===== src/rtl/lms_pkg.sv =====
`timescale 1ns / 1ps
// ----------------------------------------------------------------------------
// Lift motor sequencer package
// Shared types, register indexes, reset values and command codes.
// ----------------------------------------------------------------------------
package lms_pkg;

   // Width of the torque path unless the top level is given another value.
   localparam int TORQUE_BITS_DEFAULT = 16;

   // Field widths of the word formats.
   localparam int ACTION_W  = 2;
   localparam int HOLD_W    = 22;
   localparam int TIME_W    = 32;
   localparam int TORQUE_W  = 16;
   localparam int CMD_W     = 3;
   localparam int PHASE_W   = 3;
   localparam int CSR_IDX_W = 3;
   localparam int CSR_DAT_W = 16;
   localparam int COUNT_W   = 6;

   // Milliseconds to microseconds.
   localparam logic [TIME_W-1:0] MS_TO_US = 32'd1000;

   // Starting value of the baseline minimum before saturation to the torque width.
   localparam longint unsigned MIN_TORQUE_START = 64'd1000;

   // Register indexes.
   localparam logic [CSR_IDX_W-1:0] CSR_RONDELL_MODE   = 3'd0;
   localparam logic [CSR_IDX_W-1:0] CSR_TRAVEL_TIME    = 3'd1;
   localparam logic [CSR_IDX_W-1:0] CSR_TOP_THRESHOLD  = 3'd2;
   localparam logic [CSR_IDX_W-1:0] CSR_TOP_CONFIRM    = 3'd3;
   localparam logic [CSR_IDX_W-1:0] CSR_BASELINE_COUNT = 3'd4;
   localparam logic [CSR_IDX_W-1:0] CSR_CONTACT_DROP   = 3'd5;
   localparam logic [CSR_IDX_W-1:0] CSR_BACKOFF_TIME   = 3'd6;

   // Register reset values.
   localparam logic                 RST_RONDELL_MODE   = 1'b0;
   localparam logic [15:0]          RST_TRAVEL_TIME    = 16'd1000;
   localparam logic [15:0]          RST_TOP_THRESHOLD  = 16'd5;
   localparam logic [COUNT_W-1:0]   RST_TOP_CONFIRM    = 6'd8;
   localparam logic [COUNT_W-1:0]   RST_BASELINE_COUNT = 6'd50;
   localparam logic [15:0]          RST_CONTACT_DROP   = 16'd10;
   localparam logic [15:0]          RST_BACKOFF_TIME   = 16'd100;

   // Actions carried by an input word.
   localparam logic [ACTION_W-1:0] ACT_STEP = 2'd0;
   localparam logic [ACTION_W-1:0] ACT_HOLD = 2'd1;
   localparam logic [ACTION_W-1:0] ACT_STOP = 2'd2;

   // Motor commands.
   localparam logic [CMD_W-1:0] CMD_NONE    = 3'd0;
   localparam logic [CMD_W-1:0] CMD_STOP    = 3'd1;
   localparam logic [CMD_W-1:0] CMD_UP_FAST = 3'd2;
   localparam logic [CMD_W-1:0] CMD_UP_SLOW = 3'd3;
   localparam logic [CMD_W-1:0] CMD_DOWN    = 3'd4;
   localparam logic [CMD_W-1:0] CMD_REINIT  = 3'd5;

   typedef struct packed {
      logic                rondell_mode;
      logic [15:0]         travel_time_ms;
      logic [15:0]         top_torque_threshold;
      logic [COUNT_W-1:0]  top_confirm_count;
      logic [COUNT_W-1:0]  baseline_samples;
      logic [15:0]         contact_drop;
      logic [15:0]         backoff_ms;
   } cfg_type;

   typedef struct packed {
      logic [ACTION_W-1:0] action;
      logic [HOLD_W-1:0]   hold_ms;
      logic [TIME_W-1:0]   now_us;
      logic [TORQUE_W-1:0] torque;
      logic                limit_closed;
      logic                motor_ok;
   } item_type;

   typedef struct packed {
      logic [CMD_W-1:0]   motor_command;
      logic [PHASE_W-1:0] phase_code;
   } result_type;

endpackage


===== src/rtl/lift_motor_sequencer.sv =====
`timescale 1ns / 1ps
// Each request word is registered in the input register and its result word in the result register.
// Throughput: one word per cycle while the receiving side does not stall; the step logic
// sits between the input register and the result register and finishes each word in one pass.
// Reset (synchronous, active high): empty pipeline, sleep phase, cleared
// deadlines and counters, baseline minimum at its start value, default settings.
// ----------------------------------------------------------------------------
// Lift motor sequencer
// Six-phase lift controller: one motor command and phase code per word.
// ----------------------------------------------------------------------------
module lift_motor_sequencer #(
   parameter int TORQUE_BITS = lms_pkg::TORQUE_BITS_DEFAULT
) (
   input  logic                             clock,
   input  logic                             reset,
   input  logic                             csr_write_enable,
   input  logic [lms_pkg::CSR_IDX_W-1:0]    csr_index,
   input  logic [lms_pkg::CSR_DAT_W-1:0]    csr_write_data,
   input  logic                             req_valid,
   output logic                             req_stall,
   input  logic [lms_pkg::ACTION_W-1:0]     req_action,
   input  logic [lms_pkg::HOLD_W-1:0]       req_hold_ms,
   input  logic [lms_pkg::TIME_W-1:0]       req_now_us,
   input  logic [lms_pkg::TORQUE_W-1:0]     req_torque,
   input  logic                             req_limit_closed,
   input  logic                             req_motor_ok,
   output logic                             rsp_valid,
   input  logic                             rsp_stall,
   output logic [lms_pkg::CMD_W-1:0]        rsp_motor_command,
   output logic [lms_pkg::PHASE_W-1:0]      rsp_phase_code
);
   import lms_pkg::*;

   cfg_type    cfg;
   item_type   req_item;
   item_type   item;
   logic       item_valid;
   logic       advance;
   logic       fire;
   result_type result;
   result_type rsp_result;

   assign req_item.action       = req_action;
   assign req_item.hold_ms      = req_hold_ms;
   assign req_item.now_us       = req_now_us;
   assign req_item.torque       = req_torque;
   assign req_item.limit_closed = req_limit_closed;
   assign req_item.motor_ok     = req_motor_ok;

   // A word is processed when it is present and the result register can take it.
   assign fire = item_valid & advance;

   lms_csr u_csr (
      .clock            (clock),
      .reset            (reset),
      .csr_write_enable (csr_write_enable),
      .csr_index        (csr_index),
      .csr_write_data   (csr_write_data),
      .cfg              (cfg)
   );

   lms_in_reg u_in_reg (
      .clock      (clock),
      .reset      (reset),
      .req_valid  (req_valid),
      .req_stall  (req_stall),
      .req_item   (req_item),
      .advance    (advance),
      .item_valid (item_valid),
      .item       (item)
   );

   lms_step #(
      .TORQUE_BITS (TORQUE_BITS)
   ) u_step (
      .clock  (clock),
      .reset  (reset),
      .cfg    (cfg),
      .item   (item),
      .fire   (fire),
      .result (result)
   );

   lms_out_reg u_out_reg (
      .clock      (clock),
      .reset      (reset),
      .fire       (fire),
      .result     (result),
      .advance    (advance),
      .rsp_valid  (rsp_valid),
      .rsp_stall  (rsp_stall),
      .rsp_result (rsp_result)
   );

   assign rsp_motor_command = rsp_result.motor_command;
   assign rsp_phase_code    = rsp_result.phase_code;

endmodule


===== src/rtl/lms_csr.sv =====
`timescale 1ns / 1ps
// ----------------------------------------------------------------------------
// Lift motor sequencer configuration registers
// Holds the seven settings written through the plain write port.
// ----------------------------------------------------------------------------
module lms_csr (
   input  logic                             clock,
   input  logic                             reset,
   input  logic                             csr_write_enable,
   input  logic [lms_pkg::CSR_IDX_W-1:0]    csr_index,
   input  logic [lms_pkg::CSR_DAT_W-1:0]    csr_write_data,
   output lms_pkg::cfg_type                 cfg
);
   import lms_pkg::*;

   cfg_type cfg_ff, cfg_in;

   // Decode the index; writes beyond the register list are dropped.
   always_comb begin
      cfg_in = cfg_ff;
      if (csr_write_enable) begin
         case (csr_index)
            CSR_RONDELL_MODE:   cfg_in.rondell_mode         = csr_write_data[0];
            CSR_TRAVEL_TIME:    cfg_in.travel_time_ms       = csr_write_data;
            CSR_TOP_THRESHOLD:  cfg_in.top_torque_threshold = csr_write_data;
            CSR_TOP_CONFIRM:    cfg_in.top_confirm_count    = csr_write_data[COUNT_W-1:0];
            CSR_BASELINE_COUNT: cfg_in.baseline_samples     = csr_write_data[COUNT_W-1:0];
            CSR_CONTACT_DROP:   cfg_in.contact_drop         = csr_write_data;
            CSR_BACKOFF_TIME:   cfg_in.backoff_ms           = csr_write_data;
            default:            cfg_in = cfg_ff;
         endcase
      end
   end

   always_ff @(posedge clock) begin
      if (reset) begin
         cfg_ff.rondell_mode         <= RST_RONDELL_MODE;
         cfg_ff.travel_time_ms       <= RST_TRAVEL_TIME;
         cfg_ff.top_torque_threshold <= RST_TOP_THRESHOLD;
         cfg_ff.top_confirm_count    <= RST_TOP_CONFIRM;
         cfg_ff.baseline_samples     <= RST_BASELINE_COUNT;
         cfg_ff.contact_drop         <= RST_CONTACT_DROP;
         cfg_ff.backoff_ms           <= RST_BACKOFF_TIME;
      end else begin
         cfg_ff <= cfg_in;
      end
   end

   assign cfg = cfg_ff;

endmodule


===== src/rtl/lms_in_reg.sv =====
`timescale 1ns / 1ps
// ----------------------------------------------------------------------------
// Lift motor sequencer input register
// Captures one request word and holds it until the step logic takes it.
// ----------------------------------------------------------------------------
module lms_in_reg (
   input  logic               clock,
   input  logic               reset,
   input  logic               req_valid,
   output logic               req_stall,
   input  lms_pkg::item_type  req_item,
   input  logic               advance,
   output logic               item_valid,
   output lms_pkg::item_type  item
);
   import lms_pkg::*;

   logic     valid_ff, valid_in;
   item_type item_ff;
   logic     take;

   // The slot is free when empty or when its word moves on this cycle.
   assign req_stall = valid_ff & ~advance;
   assign take      = req_valid & ~req_stall;
   assign valid_in  = take | (valid_ff & ~advance);

   always_ff @(posedge clock) begin
      if (reset) begin
         valid_ff <= 1'b0;
      end else begin
         valid_ff <= valid_in;
      end
   end

   // Payload needs no reset.
   always_ff @(posedge clock) begin
      if (take) begin
         item_ff <= req_item;
      end
   end

   assign item_valid = valid_ff;
   assign item       = item_ff;

endmodule


===== src/rtl/lms_step.sv =====
`timescale 1ns / 1ps
// ----------------------------------------------------------------------------
// Lift motor sequencer step logic
// Phase state, deadlines and torque tracking, updated once per word.
// ----------------------------------------------------------------------------
module lms_step #(
   parameter int TORQUE_BITS = lms_pkg::TORQUE_BITS_DEFAULT
) (
   input  logic                 clock,
   input  logic                 reset,
   input  lms_pkg::cfg_type     cfg,
   input  lms_pkg::item_type    item,
   input  logic                 fire,
   output lms_pkg::result_type  result
);
   import lms_pkg::*;

   localparam longint unsigned TMASK     = (64'd1 << TORQUE_BITS) - 64'd1;
   localparam longint unsigned MIN_START =
      (MIN_TORQUE_START > TMASK) ? TMASK : MIN_TORQUE_START;
   localparam logic [TORQUE_BITS-1:0] MIN_RESET = MIN_START[TORQUE_BITS-1:0];

   typedef enum logic [PHASE_W-1:0] {
      PH_SLEEP   = 3'd0,
      PH_UP      = 3'd1,
      PH_TOP     = 3'd2,
      PH_DOWN    = 3'd3,
      PH_CONTACT = 3'd4,
      PH_ERROR   = 3'd5
   } phase_type;

   phase_type               phase_ff, phase_in;
   logic [HOLD_W-1:0]       hold_time_ff, hold_time_in;
   logic [TIME_W-1:0]       travel_deadline_ff, travel_deadline_in;
   logic [TIME_W-1:0]       top_deadline_ff, top_deadline_in;
   logic [COUNT_W-1:0]      sample_count_ff, sample_count_in;
   logic [TORQUE_BITS-1:0]  minimum_torque_ff, minimum_torque_in;
   logic                    contact_seen_ff, contact_seen_in;
   logic                    backing_off_ff, backing_off_in;
   logic [CMD_W-1:0]        cmd;

   // Torque is taken at the configured width; the top threshold compare is done at 32 bits.
   logic [TIME_W-1:0]       torque_wide;
   logic [TORQUE_BITS-1:0]  torque;
   logic [TIME_W-1:0]       torque_cmp;
   logic [TORQUE_BITS-1:0]  contact_bound;
   logic [TIME_W-1:0]       travel_due;
   logic [TIME_W-1:0]       backoff_due;
   logic [TIME_W-1:0]       hold_due;

   assign torque_wide   = TIME_W'(item.torque);
   assign torque        = torque_wide[TORQUE_BITS-1:0];
   assign torque_cmp    = TIME_W'(torque);
   assign contact_bound = TORQUE_BITS'(TIME_W'(minimum_torque_ff) - TIME_W'(cfg.contact_drop));

   // Deadlines are the current time plus a millisecond count, wrapping at 32 bits.
   assign travel_due  = item.now_us + TIME_W'(TIME_W'(cfg.travel_time_ms) * MS_TO_US);
   assign backoff_due = item.now_us + TIME_W'(TIME_W'(cfg.backoff_ms) * MS_TO_US);
   assign hold_due    = item.now_us + TIME_W'(TIME_W'(hold_time_ff) * MS_TO_US);

   // Next state and command for the word in the input register.
   always_comb begin
      phase_type         ph;
      logic [TIME_W-1:0] td;
      ph                 = phase_ff;
      td                 = top_deadline_ff;
      phase_in           = phase_ff;
      hold_time_in       = hold_time_ff;
      travel_deadline_in = travel_deadline_ff;
      top_deadline_in    = top_deadline_ff;
      sample_count_in    = sample_count_ff;
      minimum_torque_in  = minimum_torque_ff;
      contact_seen_in    = contact_seen_ff;
      backing_off_in     = backing_off_ff;
      cmd                = CMD_NONE;

      case (item.action)
         ACT_HOLD: begin
            hold_time_in = item.hold_ms;
         end
         ACT_STOP: begin
            cmd            = CMD_STOP;
            hold_time_in   = '0;
            backing_off_in = 1'b0;
            phase_in       = PH_SLEEP;
         end
         ACT_STEP: begin
            // A lost driver link forces the error phase before anything else.
            if (!item.motor_ok) begin
               ph             = PH_ERROR;
               backing_off_in = 1'b0;
            end
            phase_in = ph;
            case (ph)
               PH_SLEEP: begin
                  if (hold_time_ff != '0) begin
                     if (cfg.rondell_mode) begin
                        travel_deadline_in = travel_due;
                     end
                     cmd      = CMD_UP_FAST;
                     phase_in = PH_UP;
                  end
               end
               PH_UP: begin
                  if (cfg.rondell_mode) begin
                     if (travel_deadline_ff <= item.now_us) begin
                        cmd                = CMD_STOP;
                        travel_deadline_in = '0;
                        phase_in           = PH_TOP;
                     end
                  end else begin
                     // Count a run of low-torque samples to confirm the top.
                     if (torque_cmp < TIME_W'(cfg.top_torque_threshold)) begin
                        sample_count_in = sample_count_ff + COUNT_W'(1);
                     end else begin
                        sample_count_in = '0;
                     end
                     if (sample_count_in == cfg.top_confirm_count) begin
                        cmd             = CMD_STOP;
                        sample_count_in = '0;
                        phase_in        = PH_TOP;
                     end
                  end
               end
               PH_TOP: begin
                  if (hold_time_ff != '0 && td == '0) begin
                     td = hold_due;
                  end
                  top_deadline_in = td;
                  if (td <= item.now_us) begin
                     hold_time_in    = '0;
                     top_deadline_in = '0;
                     cmd             = CMD_DOWN;
                     phase_in        = PH_DOWN;
                  end
               end
               PH_DOWN: begin
                  if (item.limit_closed) begin
                     if (cfg.rondell_mode) begin
                        cmd      = CMD_STOP;
                        phase_in = PH_SLEEP;
                     end else begin
                        minimum_torque_in = MIN_RESET;
                        sample_count_in   = '0;
                        contact_seen_in   = 1'b0;
                        backing_off_in    = 1'b0;
                        cmd               = CMD_UP_SLOW;
                        phase_in          = PH_CONTACT;
                     end
                  end
               end
               PH_CONTACT: begin
                  // Baseline minimum, then the drop test, then a timed back-off.
                  if (sample_count_ff < cfg.baseline_samples) begin
                     if (torque < minimum_torque_ff) begin
                        minimum_torque_in = torque;
                     end
                     sample_count_in = sample_count_ff + COUNT_W'(1);
                  end else if (!contact_seen_ff) begin
                     if (torque < contact_bound) begin
                        contact_seen_in = 1'b1;
                     end
                  end else if (!backing_off_ff) begin
                     travel_deadline_in = backoff_due;
                     backing_off_in     = 1'b1;
                     cmd                = CMD_DOWN;
                  end else if (travel_deadline_ff <= item.now_us) begin
                     travel_deadline_in = '0;
                     backing_off_in     = 1'b0;
                     sample_count_in    = '0;
                     hold_time_in       = '0;
                     cmd                = CMD_STOP;
                     phase_in           = PH_SLEEP;
                  end
               end
               PH_ERROR: begin
                  cmd = CMD_REINIT;
                  if (item.motor_ok) begin
                     hold_time_in = '0;
                     phase_in     = PH_SLEEP;
                  end
               end
               default: begin
                  phase_in = PH_SLEEP;
               end
            endcase
         end
         default: begin
            cmd = CMD_NONE;
         end
      endcase
   end

   // State moves only when a word passes to the result register.
   always_ff @(posedge clock) begin
      if (reset) begin
         phase_ff           <= PH_SLEEP;
         hold_time_ff       <= '0;
         travel_deadline_ff <= '0;
         top_deadline_ff    <= '0;
         sample_count_ff    <= '0;
         minimum_torque_ff  <= MIN_RESET;
         contact_seen_ff    <= 1'b0;
         backing_off_ff     <= 1'b0;
      end else if (fire) begin
         phase_ff           <= phase_in;
         hold_time_ff       <= hold_time_in;
         travel_deadline_ff <= travel_deadline_in;
         top_deadline_ff    <= top_deadline_in;
         sample_count_ff    <= sample_count_in;
         minimum_torque_ff  <= minimum_torque_in;
         contact_seen_ff    <= contact_seen_in;
         backing_off_ff     <= backing_off_in;
      end
   end

   assign result.motor_command = cmd;
   assign result.phase_code    = PHASE_W'(phase_in);

endmodule


===== src/rtl/lms_out_reg.sv =====
`timescale 1ns / 1ps
// ----------------------------------------------------------------------------
// Lift motor sequencer result register
// Holds one result word until the receiving side takes it.
// ----------------------------------------------------------------------------
module lms_out_reg (
   input  logic                 clock,
   input  logic                 reset,
   input  logic                 fire,
   input  lms_pkg::result_type  result,
   output logic                 advance,
   output logic                 rsp_valid,
   input  logic                 rsp_stall,
   output lms_pkg::result_type  rsp_result
);
   import lms_pkg::*;

   logic       valid_ff, valid_in;
   result_type result_ff;

   // A new word may enter when the register is empty or is being emptied.
   assign advance  = ~valid_ff | ~rsp_stall;
   assign valid_in = fire | (valid_ff & rsp_stall);

   always_ff @(posedge clock) begin
      if (reset) begin
         valid_ff <= 1'b0;
      end else begin
         valid_ff <= valid_in;
      end
   end

   always_ff @(posedge clock) begin
      if (fire) begin
         result_ff <= result;
      end
   end

   assign rsp_valid  = valid_ff;
   assign rsp_result = result_ff;

endmodule

===== config.mk =====
export PLATFORM = sky130hd
export DESIGN_NAME = lift_motor_sequencer
export DESIGN_NICKNAME = d
export VERILOG_FILES = /design/src/rtl/lms_pkg.sv /design/src/rtl/lift_motor_sequencer.sv /design/src/rtl/lms_csr.sv /design/src/rtl/lms_in_reg.sv /design/src/rtl/lms_step.sv /design/src/rtl/lms_out_reg.sv
export SDC_FILE = /design/constraint.sdc
export NUM_CORES = 1
export LEC_CHECK = 0
export BUFFER_PORTS_ARGS = -buffer_cell sky130_fd_sc_hd__buf_2
export CORE_MARGIN = 10
export CORE_UTILIZATION = 55
export DETAILED_ROUTE_END_ITERATION = 10
export GPL_TIMING_DRIVEN = 0
export HOLD_SLACK_MARGIN = 0.1
export PLACE_DENSITY = 0.72
export SLEW_MARGIN = 40
export SYNTH_ARGS = -nofsm -noshare
export SYNTH_HDL_FRONTEND = slang
export SYNTH_SLANG_ARGS = --single-unit
export TNS_END_PERCENT = 20

===== constraint.sdc =====
create_clock -name clock -period 9.53 [get_ports clock]
set_clock_uncertainty 0.05 [all_clocks]
set_input_delay 0 -clock clock [delete_from_list [all_inputs] [get_ports clock]]
set_output_delay 0 -clock clock [all_outputs]
set_load 0.05 [all_outputs]

Word-level counts from Yosys, hierarchy flattened
Cells that the tools add are included.

Memory bits (writable): 0. Memories: 0. Bits in read-only memories: 0. Register bits after elaboration: 272. Logic and storage cells: 190. Input port bits: 98. Bits in latches: 0.

Shift operators: 0. Equality and inequality tests: 34. Reductions and logical operators: 25. Divide/modulo/power cells: 0. Multiplexer cells: 81. $add $sub $neg: 5. Multipliers: 3. Magnitude comparators: 6. Bitwise operators: 11.

Operator list (count): $mux 32 (11); $mux 22 (6); $pmux 22 s3 (2); $pmux 32 s3 (1); $mux 6 (12); $add 32x26->32 (2); $le 32x32->1 (2); $mux 16 (4); $mux 3 (20); $lt 16x16->1 (3); $mul 16x7->23 const B (2); $pmux 3 s6 (2); $add 32x32->32 (1); $logic_not 32->1 (1); $pmux 16 s2 (1); $mul 22x7->29 const B (1); $reduce_bool 22->1 (1); $pmux 6 s3 (1); $reduce_and 9->1 (2); $reduce_and 2->1 (8); $sub 16x16->16 (1); $eq 3x3->1 const B (5); $mux 1 (14); $eq 3x2->1 const B (4); 27 further kinds (58).

Logic depth before layout (Yosys ltp)
Gate-level depths: netlist (run 1).

Word-level depth: 10. Gate-level depth with buffers: 38. Gate-level depth less buffers: 37.

Hierarchy
A second synthesis (run 1) with hierarchy kept.

Cells, all modules: 2817. Area, all modules: 26397.8 µm².

By module, submodules not included: lms_step (cells an instance 2439, instances 1, area each 20792.4 µm²); lms_csr (cells an instance 289, instances 1, area each 3114.2 µm²); lms_in_reg (cells an instance 78, instances 1, area each 2272.2 µm²); lms_out_reg (cells an instance 10, instances 1, area each 212.7 µm²); lift_motor_sequencer (cells an instance 1, instances 1, area each 6.3 µm²).

Worst setup path before layout (run 1)
Ideal clock, no wire load.

Path kind: reg2reg. From: register u_step.hold_time_ff[6]. To: register u_step.top_deadline_ff[1]. Buffers on the path: 2. Setup time: 0.128 ns. Stages on the path, launching flop included: 34. Slack: 1.383 ns. Data arrival time: 7.969 ns. Clock period less this slack: 8.147 ns. Required time: 9.352 ns. Cell sequence: dfxtp_1 inv_1 fa_1 fa_1 fa_1 fa_1 inv_1 ha_1 a21o_1 a21oi_1 o22a_1 a31oi_2 or4_2 a31o_2 a21oi_1 xnor2_1 ha_1 clkbuf_1 o21a_1 nor2_1 nor3_1 o21ai_0 nand4_1 or2_2 ha_1 a21o_1 a21o_1 a221o_1 a221o_1 o21ai_1 clkbuf_1 nor2_1 a22oi_1 nor2_1.

Word-level cells in the longest chain between the ends: 7. Elaborated cells on any way between the ends: 9.

Ends and longest elaborated chain: from (decl) (RTL line lms_step.sv:33) `logic [HOLD_W-1:0] hold_time_ff, hold_time_in;`; from (signal assigned) (RTL line lms_step.sv:207) `hold_time_ff <= hold_time_in;`; $mul 22x7->29 or $reduce_bool 22->1 (tied branches) (RTL line lms_step.sv:59, lms_step.sv:126); $add 32x32->32 or $logic_and 1x1->1 (tied branches) (RTL line lms_step.sv:59, lms_step.sv:126); $mux 32 * (RTL line lms_step.sv:126) `if (hold_time_ff != '0 && td == '0) begin`; $mux 32 * (RTL line lms_step.sv:94) `case (ph)`; $mux 32 * (RTL line lms_step.sv:77) `case (item.action)`; $le 32x32->1 (RTL line lms_step.sv:130) `if (td <= item.now_us) begin`; $mux 32 * (RTL line lms_step.sv:130); to (signal assigned) (RTL line lms_step.sv:209) `top_deadline_ff <= top_deadline_in;`; to (decl) (RTL line lms_step.sv:35) `logic [TIME_W-1:0] top_deadline_ff, top_deadline_in;`.

Mark *: on every way between the ends. The rest lies on a longest branch, timed or not. The select of a mux whose other input is x is not followed. A chain may end at the register's enable or synchronous reset.

Worst setup path in the final report (run 1)
From: register u_step.hold_time_ff[7]. To: register u_step.hold_time_ff[4].

Word-level cells in the longest chain between the ends: 8. Elaborated cells on any way between the ends: 10.

Ends and longest elaborated chain (RTL line): $mul 22x7->29 or $reduce_bool 22->1 (tied branches) (lms_step.sv:59, lms_step.sv:126); $add 32x32->32 or $logic_and 1x1->1 (tied branches) (lms_step.sv:59, lms_step.sv:126); $mux 32 * (lms_step.sv:126); $mux 32 * (lms_step.sv:94); $mux 32 * (lms_step.sv:77); $le 32x32->1 * (lms_step.sv:130); $ne 3x2->1 (no source line) *; $reduce_and 9->1 (no source line) *.

Marks and branches as above.

==> results of run 1 <==
cells by family (layout without fill, tap and decap cells):
kind of cell	count (synthesis)	after routing
xor+xnor	136	136
mux	16	16
simple gates	747	747
buf+inv	421	754
compound gates	773	773
fa+ha+maj	577	577
flops	272	272
through the flow:
step,hold WS (ps),power (mW),instances,util
after detailed placement,128,3.56,3664,0.586
after global routing,107,5.39,3890,0.649
final,116,5.08,3890,0.649
after floorplan,48.9,3.04,2942,-
after CTS,100,5.06,3888,0.646
after global placement,127,3.51,3661,0.584
area by class of cell:
type	count	area, sq um
fill	3862	16800
sequential	272	6260
timing repair buffer	274	2240
clock inverter	16	231
inverter	346	1300
tap	615	769
buffer	72	285
multi-input combinational	2249	18900
clock buffer	46	1010
cells in the mapped netlist (all sizes together), types with 14 or more instances:
cell type	count	area, sq um
ha	388	4850
inv	345	1290
a21oi	252	1270
nand2	244	916
dfxtp	192	3840
fa	189	3780
nor2	179	672
xnor2	96	841
a21o	93	698
o21ai	82	414
edfxtp	80	2400
clkbuf	66	248
nor3	61	305
nand3	55	275
o21a	47	354
a211oi	43	333
xor2	39	342
nor2b	33	206
nand4	30	188
a22oi	29	218
nand2b	26	163
o211ai	26	205
a31oi	24	156
and3	21	131
nor4	20	125
o31ai	19	148
or3	19	119
o22ai	16	100
a211o	14	123
o21bai	14	105
metal layers:
layer  vias up  share of wire  track usage
met5         -              0            0
met4         0          0.037        0.102
met3       169          0.056       0.0334
met2       713           0.50        0.465
met1     11100           0.41        0.315
li1      11100              -            -
flip-flops by register name, indices dropped and copies added (netlist names):
name	cells
u_step.hold_time_ff	22
u_step.contact_seen_ff	1
u_in_reg.item	74
u_step.phase_ff	3
u_step.sample_count_ff	6
u_step.travel_deadline_ff	32
u_csr.cfg	77
u_out_reg.rsp_result	6
u_step.top_deadline_ff	32
u_in_reg.item_valid	1
u_out_reg.rsp_valid	1
u_step.backing_off_ff	1
u_step.minimum_torque_ff	16
timing repair:
item,CTS,global route
pin swaps,0,4
gates resized for setup,7,25
hold buffers,162,0
setup endpoints to repair,53,56
setup buffers,0,5
endpoints found under the hold margin,212,0
gates cloned,0,0
power groups by stage:
stage          Sequential, mW  Combinational [mW]  Clock (mW)
2_1_floorplan            1.28                1.76           0
3_3_place_gp             1.30                2.20           0
3_5_place_dp             1.30                2.26           0
4_1_cts                  1.28                2.33        1.45
5_1_grt                  1.28                2.62        1.49
6_report                 1.28                2.37        1.43
how the worst min path moves through the flow:
stage	cells after the start	to	from	slack [ps]
finish	2	u_in_reg.item[50]$_DFFE_PP_	req_hold_ms[0]	120
detailed placement	1	u_in_reg.item[4]$_DFFE_PP_	req_torque[2]	130
global route	2	u_in_reg.item[66]$_DFFE_PP_	req_hold_ms[16]	110
floorplan	0	u_in_reg.item[0]$_DFFE_PP_	req_motor_ok	50
global placement	1	u_in_reg.item[18]$_DFFE_PP_	req_now_us[0]	130
CTS	2	u_in_reg.item[71]$_DFFE_PP_	req_hold_ms[21]	100
==> results summary, run 1 <==
The run finished with clean final reports. The initial core utilization came out at 0.557. The static leakage came out at 14.3 nW.

The biggest cell delay along the critical path is 570 ps. The number of global-route vias before repair came out at 23500. The floorplan step set the die height to 240 um. The worst slack at placement is -323 ps.

The residual antenna-violating net count after detailed routing is 0. The number of vias per cell is 5.93. The floorplan step defined a die boundary enclosing 57500 sq um. For flop-to-flop paths, the worst setup slack is 380 ps.

The aggregate routed wire length is 75300 um. TritonCTS built the clock tree. The number of hold-slack violations in the final timing report came out at 0.

The overall fraction of global-route tracks in use came out at 0.261. In the layout the commonest cells are sky130_fd_sc_hd__ha_1 (388), sky130_fd_sc_hd__inv_1 (342), sky130_fd_sc_hd__a21oi_1 (248). Synthesis produced a netlist with a net count of 3617.

The port buffer count is 104. The most repeated library cell on the critical path is sky130_fd_sc_hd__fa_1. Dividing the synthesized area by the synthesized cell count gives 9.04 sq um. The most frequent standard cell in the layout excluding fill and tap cells is sky130_fd_sc_hd__ha_1. The wire length of the first global-routing pass is 121000 um.

The achievable clock frequency is 0.109 GHz. The number of max-cap violations came out at 0. Of the cells placed in the final design, the portion with a size suffix greater than 1 is 0.0724. The portion of total power attributed to sequential cells came out at 0.251. STA classifies the critical path startpoint as a register. During synthesis, Yosys emitted a total of 0 warnings.

The number of unique standard cell types used by synthesis came out at 89. The switching share of power came out at 0.380. The area share of xor/xnor cells in the synthesized design came out at 0.0454.

The number of buffers and inverters on the critical path is 4. The net total in the final layout came out at 3924. With fillers left out, the area of the finished cells amounts to 31000 sq um. Before antenna repair, the detailed router went through 5 iterations. The number of antenna diodes in the final layout is 0. The number of antenna violations at the first check in global routing is 0.

Summed over all nets, the switching power comes to 1.93 mW. The most used flip-flop cell after synthesis is sky130_fd_sc_hd__dfxtp_1. Grouping stages by cell kind, the critical path spends the most delay in adder cells. After layout, the minimum clock period comes to 9150 ps.

The number of sinks handled by clock tree synthesis came out at 272. The complex-gate fraction of the synthesized area came out at 0.196. The required arrival time at the worst endpoint is 9880 ps. Measured against the total synthesized area, the mux share comes to 0.00617. The number of failing setup endpoints in the final timing report is 0. The number of H-tree branching levels came out at 2. STA puts the critical path data arrival time at 9500 ps. 106 I/O pins were placed.

By area, the combinational part of the netlist is dominated by adder cells. For the final routed database, the setup TNS stands at 0 ps. The number of synthesized register bits came out at 272. In this run the critical register-to-register path is captured at u_step.hold_time_ff[4]$_SDFFE_PP0P_.

Setup repair after global routing left no endpoint under its margin. The fraction of the cycle the final worst path needs is 0.960. The total overflow left after global routing is 0.

The adder-cell area share of the yosys netlist came out at 0.325. The critical path ends at u_step.hold_time_ff[4]$_SDFFE_PP0P_. The longest clock path from root to sink contains 3 buffers.

The post-synthesis instance area came out at 26600 sq um. The clock tree root buffer cell is sky130_fd_sc_hd__clkbuf_16. The start point of the critical path is u_step.hold_time_ff[7]$_SDFFE_PP0P_.

The max-slew violation total from the final report is 0. The fraction of the yosys area taken by sequential cells came out at 0.235. Counting cells, the worst reg-to-reg path comes to 32. The total power per unit cell area came out at 164 nW/um^2. The depth of the critical timing path with buffers and inverters included is 32. The combinational fraction of design power is 0.467. The internal power contribution is 3.15 mW. The worst flop-to-flop path startpoint is u_step.hold_time_ff[7]$_SDFFE_PP0P_.

The placement row count came out at 80. The clock transition at the registers of the reported paths came out at 60 ps. The slew at the pin closest to its max-slew limit came out at 823 ps.

The number of remaining DRC errors is 0. The die is 240 um wide. The number of enable flip-flop cells after synthesis came out at 80.

The synthesized netlist cell count came out at 2942. The violation count after the first detailed-route iteration is 1495. The core area is 47700 sq um. The clock share of power is 0.282. The setup path with the least slack is of type register to register. The setup slack after layout is 383 ps. The clock buffer count from CTS is 34. The simple-gate area share of the yosys netlist came out at 0.133. The total half-perimeter wirelength after legalization and detailed placement came out at 59300 um. Headroom to the max-slew limit came out at 0.437. From synthesis to final layout, the design area changed by 16.5%. The maximum resistive drop on vdd is 143 uV.

The final route contains 23100 vias. The class of the tightest hold or removal check is primary input to register. The clock latency reported for the late side of the worst-skew pair came out at 560 ps. After detailed routing, the average wire length per cell comes to 19.4 um.

The master of the slowest instance on the critical path is sky130_fd_sc_hd__fa_1. The weighted congestion at the end of routability-driven global placement is 0.925. Entering global routing, the biggest net connects 21 pins. The largest fanout on the critical path is 10. The placed cell area is 28000 sq um. The worst setup path is captured at a register. The post-synthesis async set-or-reset flop share came out at 0.
Power figures use the tool's default switching activity.
==> run 2, diff against run 1 <==
--- a/config.mk
+++ b/config.mk
@@ -6,10 +6,9 @@
 export NUM_CORES = 1
 export LEC_CHECK = 0
 export BUFFER_PORTS_ARGS = -buffer_cell sky130_fd_sc_hd__buf_2
-export CORE_MARGIN = 10
+export CORE_MARGIN = 2
 export CORE_UTILIZATION = 55
 export DETAILED_ROUTE_END_ITERATION = 10
-export GPL_TIMING_DRIVEN = 0
 export HOLD_SLACK_MARGIN = 0.1
 export PLACE_DENSITY = 0.72
 export SLEW_MARGIN = 40
==> run 2 against run 1 <==
Register-to-register slack better by 170 ps; first-iteration DRC count down 9.9%; via count down 2.2%; final area down 3.0%; maximum frequency up 1.9%; power down 4.4%; global-route usage up 3.4 points; sequential power about the same; hold slack worse by 2.5 ps; critical path depth up 2; die area down 13%.
==> results summary, run 2 (synthesized netlist as in run 1, its figures left out) <==
The number of hold-slack violations in the final timing report came out at 0 (unchanged). Setup repair after global routing left no endpoint under its margin. The y dimension of the die is 224 um (-6.7%). The clock transition at the registers of the reported paths came out at 60 ps (about the same). The cell count after placement came out at 3602 (-1.7%). The clock share of power came out at 0.248 (-0.034). The CTS tree is yes. The data arrival time at the worst-slack endpoint came out at 9310 ps (-190 ps). The wire length of the first global-routing pass is 118000 um (-2.3%). The number of sinks handled by clock tree synthesis came to 272 (unchanged). The number of remaining DRC errors is 0 (unchanged). The static leakage came out at 13.9 nW (-2.6%). The total half-perimeter wirelength after legalization and detailed placement is 56900 um (-4.2%). The number of failing setup endpoints in the final timing report is 0 (unchanged). The die extent in x was 224 um (-6.7%).

The average wire per cell in the routed design was 19.3 um (-0.39%). The required arrival time at the worst endpoint came out at 9870 ps (about the same). STA classifies the critical path endpoint as a register. The core area came to 47700 sq um (unchanged).

The boundary pin count came out at 106 (unchanged). The switching power came out at 1.94 mW (+0.49%). The number of global-route vias before repair is 23000 (-2.1%). The max-slew violation total from the final report is 0 (unchanged).

The placement row count came to 80 (unchanged). The internal power contribution came out at 2.92 mW (-7.4%). The number of vias per cell was 5.96 (+0.47%). The achievable clock frequency came to 0.111 GHz (+1.9%).

The maximum resistive drop on vdd came to 144 uV (+0.64%). The critical path is of the register to register type. The final hold slack is 113 ps (-2.47 ps). The top cell types in the final layout, fill and taps aside, are sky130_fd_sc_hd__ha_1 (388), sky130_fd_sc_hd__inv_1 (344), sky130_fd_sc_hd__a21oi_1 (251). The setup TNS came out at 0 ps (unchanged).

The shortest clock period the worst path allows after layout is 8970 ps (-175 ps). The area overhead of the layout relative to synthesis is 13.0%. The area of the die is 50100 sq um (-13%). The total power per unit cell area is 162 nW/um^2 (-1.5%). The number of detailed-route iterations in the first pass was 5 (unchanged). The clock buffer count from CTS is 34 (unchanged). The combinational fraction of design power is 0.489 (+0.022). In this design, the largest share of critical-path delay is due to adder cells.

The switching share of power came to 0.399 (+0.0195). The port buffer count came out at 105 (+0.96%). The worst setup path is launched from a register. The violation count after the first detailed-route iteration came out at 1347 (-9.9%). The number of max-cap violations is 0 (unchanged).

The initial core utilization was 0.557 (unchanged). The number of antenna cells inserted came out at 0 (unchanged). The total power of the final layout is 4.86 mW (-4.4%). The largest net degree at the start of global routing is 76 (+260%).

The fraction of the cycle the final worst path needs came out at 0.941 (-0.0183). The number of flip-flops under the largest register name is 77 (unchanged). The largest fanout on the critical path came out at 22 (+12).

The clock tree root buffer cell is sky130_fd_sc_hd__clkbuf_16. The overall fraction of global-route tracks in use is 0.295 (+0.0340). The number of setup buffers added after CTS was 0 (unchanged). The slew at the pin closest to its max-slew limit came to 841 ps (+17.8 ps).

In this design, the critical path's most frequently occurring cell is sky130_fd_sc_hd__fa_1. The net total in the final layout was 3821 (-2.6%). The class of the tightest hold or removal check is primary input to register. The fraction of final layout cells sized beyond drive strength 1 came out at 0.0700 (-0.00233). The aggregate routed wire length is 73000 um (-3.1%).

The clock latency reported for the late side of the worst-skew pair came out at 550 ps (about the same). The biggest cell delay along the critical path came to 590 ps (+20 ps). The portion of total power attributed to sequential cells is 0.264 (+0.013). The weighted congestion at the end of routability-driven global placement came out at 0.918 (-0.76%). The flow ran to the end, and the final reports show no timing, DRC or antenna violations. The number of H-tree branching levels came to 2 (unchanged).

The overall via count from detail_route is 22600 (-2.2%). The total grt overflow is 0 (unchanged). The master of the slowest instance on the critical path is sky130_fd_sc_hd__fa_1. The number of cells in the finished layout apart from fillers is 3785 (-2.7%). The maximum buffer depth of the clock tree came out at 3 (unchanged). The worst slew margin relative to its limit is 0.438 (+0.000967).

The number of antenna violations at the first check in global routing came to 0 (unchanged). The buffering stage count on the worst path with inverters included came to 4 (unchanged). The most frequent standard cell in the layout excluding fill and tap cells is sky130_fd_sc_hd__ha_1. The residual antenna-violating net count after detailed routing came out at 0 (unchanged).
## run 2: cell types whose count changed in the layout (fill, tap and decap cells not counted), sizes merged
cell,before,now
clkinvlp,3,2
dlygate4sd3,162,123
buf,119,120
clkbuf,111,39
bufinv,5,0
clkinv,8,18
inv,346,347
## run 2: cell type report
cell class | count | area, sq um
Clock inverter | 21 | 126
Tap cell | 615 | 769
Clock buffer | 39 | 880
Fill cell | 3909 | 17700
Multi-Input combinational cell | 2249 | 18800
Sequential cell | 272 | 6250
Inverter | 346 | 1300
Timing Repair Buffer | 243 | 1880
## run 2: power groups by stage
stage	combinational [mW]	sequential, mW	clock, mW
2_1_floorplan	1.76	1.28	0
3_3_place_gp	2.21	1.30	0
3_5_place_dp	2.28	1.30	0
4_1_cts	2.33	1.28	1.22
5_1_grt	2.62	1.28	1.26
6_report	2.37	1.28	1.20
## run 2: path summary, 6_finish.rpt
kind / to / slack, ps / cells past startpoint / start
setup / recovery: u_step.hold_time_ff[2]$_SDFFE_PP0P_ / 560 / 34 / u_step.hold_time_ff[2]$_SDFFE_PP0P_
hold / removal: u_in_reg.item[34]$_DFFE_PP_ / 110 / 2 / req_now_us[16]
setup reg to reg: u_step.hold_time_ff[2]$_SDFFE_PP0P_ / 560 / 34 / u_step.hold_time_ff[2]$_SDFFE_PP0P_
hold reg to reg: u_csr.cfg[23]$_SDFFE_PP0P_ / 410 / 2 / u_csr.cfg[23]$_SDFFE_PP0P_
## run 2: per-stage QoR
step,area [sq um],utilization,setup slack (ps)
after floorplan,26600,-,1380
after global placement,27700,0.581,520
after detailed placement,27800,0.581,262
after CTS,30000,0.628,213
after global routing,30000,0.629,9.54
final,30000,0.629,558
## run 2: what timing repair did
action / CTS / global route
gates resized for setup: 0 / 10
hold buffers: 123 / 0
endpoints found under the setup margin: 0 / 32
hold endpoints to repair: 217 / 0
## run 2: routing by layer
| layer | vias up | part of all wire | global-route usage |
|---|---|---|---|
| met4 | 0 | 0.032 | 0.102 |
| met2 | 631 | 0.51 | 0.543 |
| met3 | 136 | 0.048 | 0.0362 |
| met5 | - | 0 | 0 |
| met1 | 11000 | 0.41 | 0.355 |
| li1 | 10800 | - | - |
==> run 3, diff against run 2 <==
--- a/config.mk
+++ b/config.mk
@@ -7,10 +7,10 @@
 export LEC_CHECK = 0
 export BUFFER_PORTS_ARGS = -buffer_cell sky130_fd_sc_hd__buf_2
 export CORE_MARGIN = 2
-export CORE_UTILIZATION = 55
+export CORE_UTILIZATION = 64
 export DETAILED_ROUTE_END_ITERATION = 10
 export HOLD_SLACK_MARGIN = 0.1
-export PLACE_DENSITY = 0.72
+export PLACE_DENSITY = 0.82
 export SLEW_MARGIN = 40
 export SYNTH_ARGS = -nofsm -noshare
 export SYNTH_HDL_FRONTEND = slang
==> constraint.sdc (replaced) <==
create_clock -name clock -period 9.35 [get_ports clock]
set_clock_uncertainty 0.05 [all_clocks]
set_input_delay 0 -clock clock [delete_from_list [all_inputs] [get_ports clock]]
set_output_delay 0 -clock clock [all_outputs]
set_load 0.05 [all_outputs]
==> run 3 against run 2 <==
Combinational power up 3%; sequential cell count stayed put; sequential power about the same; worst setup slack worse by 110 ps; power rose by 6.0%; clock power increased by 17%; count of clock-buffer cells in the layout down 1; first-iteration DRC count grew 25%; largest cell class unchanged.
==> results summary, run 3 (synthesized netlist as in run 1, its figures left out) <==
The type of origin of the critical path is a register. The overall fraction of global-route tracks in use is 0.341 (+0.0462). The worst slack at placement came out at 194 ps (-68.1 ps).

The overall via count from detail_route came out at 23200 (+2.8%). Relative to the synthesized area, the layout overhead comes to 14.0%. The fraction of final layout cells sized beyond drive strength 1 came out at 0.0718 (+0.00173). The data arrival time at the worst-slack endpoint came out at 9250 ps (-60 ps). The clock transition at the registers of the reported paths came to 60 ps (about the same). The number of global-route vias before repair is 23600 (+2.5%).

The number of sinks handled by clock tree synthesis came out at 272 (unchanged). Leaving out fill and tap cells, the most frequent cell in the layout is sky130_fd_sc_hd__ha_1. The depth of the critical timing path with buffers and inverters included is 34 (unchanged). The slew at the pin closest to its max-slew limit is 829 ps (-11.1 ps). The number of antenna violations at the first check in global routing came out at 1 (+1).

Setup repair after global routing left no endpoint under its margin. The biggest cell delay along the critical path came out at 590 ps (about the same). The maximum buffer depth of the clock tree came to 3 (unchanged).

The number of vias per cell came out at 6.23 (+4.5%). The aggregate routed wire length is 74200 um (+1.7%). The number of remaining DRC errors is 0 (unchanged).

The logic depth of the worst register-to-register path is 34 (unchanged). The cell that appears most often on the critical path is sky130_fd_sc_hd__fa_1. The area taken by flip-flops and latches is 6250 sq um (about the same). The final-layout fill cell count is 2954 (-24%). The weighted congestion at the end of routability-driven global placement is 0.957 (+4.3%). The required arrival time at the worst endpoint was 9700 ps (-170 ps). The cell type group with the largest total delay on the critical path is adder cells. In the layout the commonest cells are sky130_fd_sc_hd__ha_1 (388), sky130_fd_sc_hd__inv_1 (342), sky130_fd_sc_hd__a21oi_1 (251). The initial core utilization is 0.650 (+0.0928). The clock buffer count from CTS is 34 (unchanged). The final hold slack is 104 ps (-8.79 ps). The fraction of the cycle the final worst path needs came out at 0.952 (+0.0107). The worst slew margin relative to its limit came out at 0.444 (+0.00545). The placed cell area came out at 27700 sq um (-0.31%). The max-slew violation total from the final report is 0 (unchanged). The switching power came out at 2.01 mW (+3.8%).

The number of hold-slack violations in the final timing report came out at 0 (unchanged). The die extent in x is 208 um (-7.2%). The portion of total power attributed to sequential cells is 0.254 (-0.010).

The y dimension of the die is 208 um (-7.2%). The worst hold endpoint is u_in_reg.item[1]$_DFFE_PP_. The number of detailed-route iterations in the first pass is 7 (+2).

The clock share of power came to 0.272 (+0.024). TritonCTS built the clock tree. The net total in the final layout is 3841 (+0.52%). The total power per unit cell area is 170 nW/um^2 (+5.1%).

The area of the die came to 43200 sq um (-14%). The total grt overflow came to 0 (unchanged). The setup TNS came to 0 ps (unchanged). The static leakage came out at 14.1 nW (+1.1%). The largest individual stage delay along the critical path comes from the cell sky130_fd_sc_hd__or4_2. The violation count after the first detailed-route iteration is 1688 (+25%). The internal power contribution is 3.13 mW (+7.4%). The setup slack after layout came out at 447 ps (-111 ps). The port buffer count is 105 (unchanged). The shortest clock period the worst path allows after layout came to 8900 ps (-69.5 ps). The worst setup path is captured at a register. The total half-perimeter wirelength after legalization and detailed placement came out at 55800 um (-1.8%). The number of H-tree branching levels was 2 (unchanged). The number of flip-flops under the largest register name is 77 (unchanged). The boundary pin count is 106 (unchanged). The achievable clock frequency came out at 0.112 GHz (+0.78%). The largest net degree at the start of global routing was 75 (-1.3%). The tree is rooted in a sky130_fd_sc_hd__clkbuf_16. The core area came out at 40900 sq um (-14%).

The number of failing setup endpoints in the final timing report came out at 0 (unchanged). The placement row count is 74 (-7.5%). The maximum resistive drop on vdd was 157 uV (+8.9%).

The switching share of power is 0.391 (-0.00824). The run finished with clean final reports. The combinational fraction of design power came out at 0.475 (-0.014). The hold path startpoint is req_limit_closed. The final design instance area without fill is 30300 sq um (+0.89%). The number of max-cap violations was 0 (unchanged). The residual antenna-violating net count after detailed routing came out at 0 (unchanged). The worst flop-to-flop path startpoint is u_step.hold_time_ff[6]$_SDFFE_PP0P_. The total power of the final layout is 5.15 mW (+6.0%). The footprint of the multi-input gates is 18800 sq um (about the same). The largest fanout on the critical path came to 22 (unchanged). The wire length of the first global-routing pass was 120000 um (+1.3%).

The worst setup path is of the register to register kind. The tightest min-delay check is of the primary input to register type. The average wire per cell in the routed design is 19.9 um (+3.3%). The count of cells along the worst hold path is 2 (unchanged). The buffering stage count on the worst path with inverters included is 4 (unchanged). The clock latency reported for the late side of the worst-skew pair was 570 ps (+20 ps). In this run the critical register-to-register path is captured at u_step.hold_time_ff[3]$_SDFFE_PP0P_. The setup slack on the worst flop-to-flop path came to 450 ps (-110 ps).
run 3: area by class of cell:
cell class / count / share of cell area
Timing Repair Buffer: 263 / 0.0691
Clock inverter: 23 / 0.00912
Tap cell: 532 / 0.0220
Sequential cell: 272 / 0.206
Inverter: 346 / 0.0429
Antenna cell: 1 / 0.0000826
Multi-Input combinational cell: 2249 / 0.621
Clock buffer: 38 / 0.0293
run 3: worst reg2reg max path, delay by kind of cell, from the launching register on:
| kind | cells | cell delay, ps |
|---|---|---|
| fa+ha+maj | 7 | 3090 |
| compound gates | 15 | 2930 |
| simple gates | 7 | 1520 |
| buf+inv | 4 | 550 |
| flops | 1 | 450 |
| xor+xnor | 1 | 150 |
run 3: layer usage:
layer,track usage,part of all wire,routed length (um),up-vias
li1,-,-,-,10900
met1,0.412,0.39,29300,11300
met2,0.613,0.50,37200,816
met3,0.0401,0.058,4300,223
met4,0.148,0.046,3440,0
met5,0,0,0,-
run 3: power groups by stage:
| stage | Sequential [mW] | Combinational (mW) | Clock (mW) |
|---|---|---|---|
| after floorplan | 1.31 | 1.80 | 0 |
| after global placement | 1.33 | 2.25 | 0 |
| after detailed placement | 1.33 | 2.33 | 0 |
| after CTS | 1.30 | 2.39 | 1.40 |
| after global routing | 1.31 | 2.69 | 1.45 |
| final | 1.31 | 2.44 | 1.40 |
run 3: through the flow:
step                instances   util
floorplan                2942      -
global placement         3519  0.675
detailed placement       3519  0.676
CTS                      3722  0.739
global route             3724  0.741
finish                   3724  0.741
run 3: repair_timing:
item	CTS	global route
hold endpoints to repair	220	0
resized for setup	0	12
endpoints found under the setup margin	0	44
buffers inserted	0	1
hold buffers	142	0
run 3: how the worst max path moves through the flow:
stage,startpoint,to
4_1_cts,u_step.hold_time_ff[6]$_SDFFE_PP0P_,u_step.hold_time_ff[3]$_SDFFE_PP0P_
3_5_place_dp,u_step.hold_time_ff[6]$_SDFFE_PP0P_,u_step.hold_time_ff[3]$_SDFFE_PP0P_
5_1_grt,u_step.hold_time_ff[5]$_SDFFE_PP0P_,u_step.hold_time_ff[3]$_SDFFE_PP0P_
2_1_floorplan,u_step.hold_time_ff[6]$_SDFFE_PP0P_,u_step.top_deadline_ff[1]$_SDFFE_PP0P_
6_report,u_step.hold_time_ff[6]$_SDFFE_PP0P_,u_step.hold_time_ff[3]$_SDFFE_PP0P_
3_3_place_gp,u_step.hold_time_ff[1]$_SDFFE_PP0P_,u_step.hold_time_ff[8]$_SDFFE_PP0P_
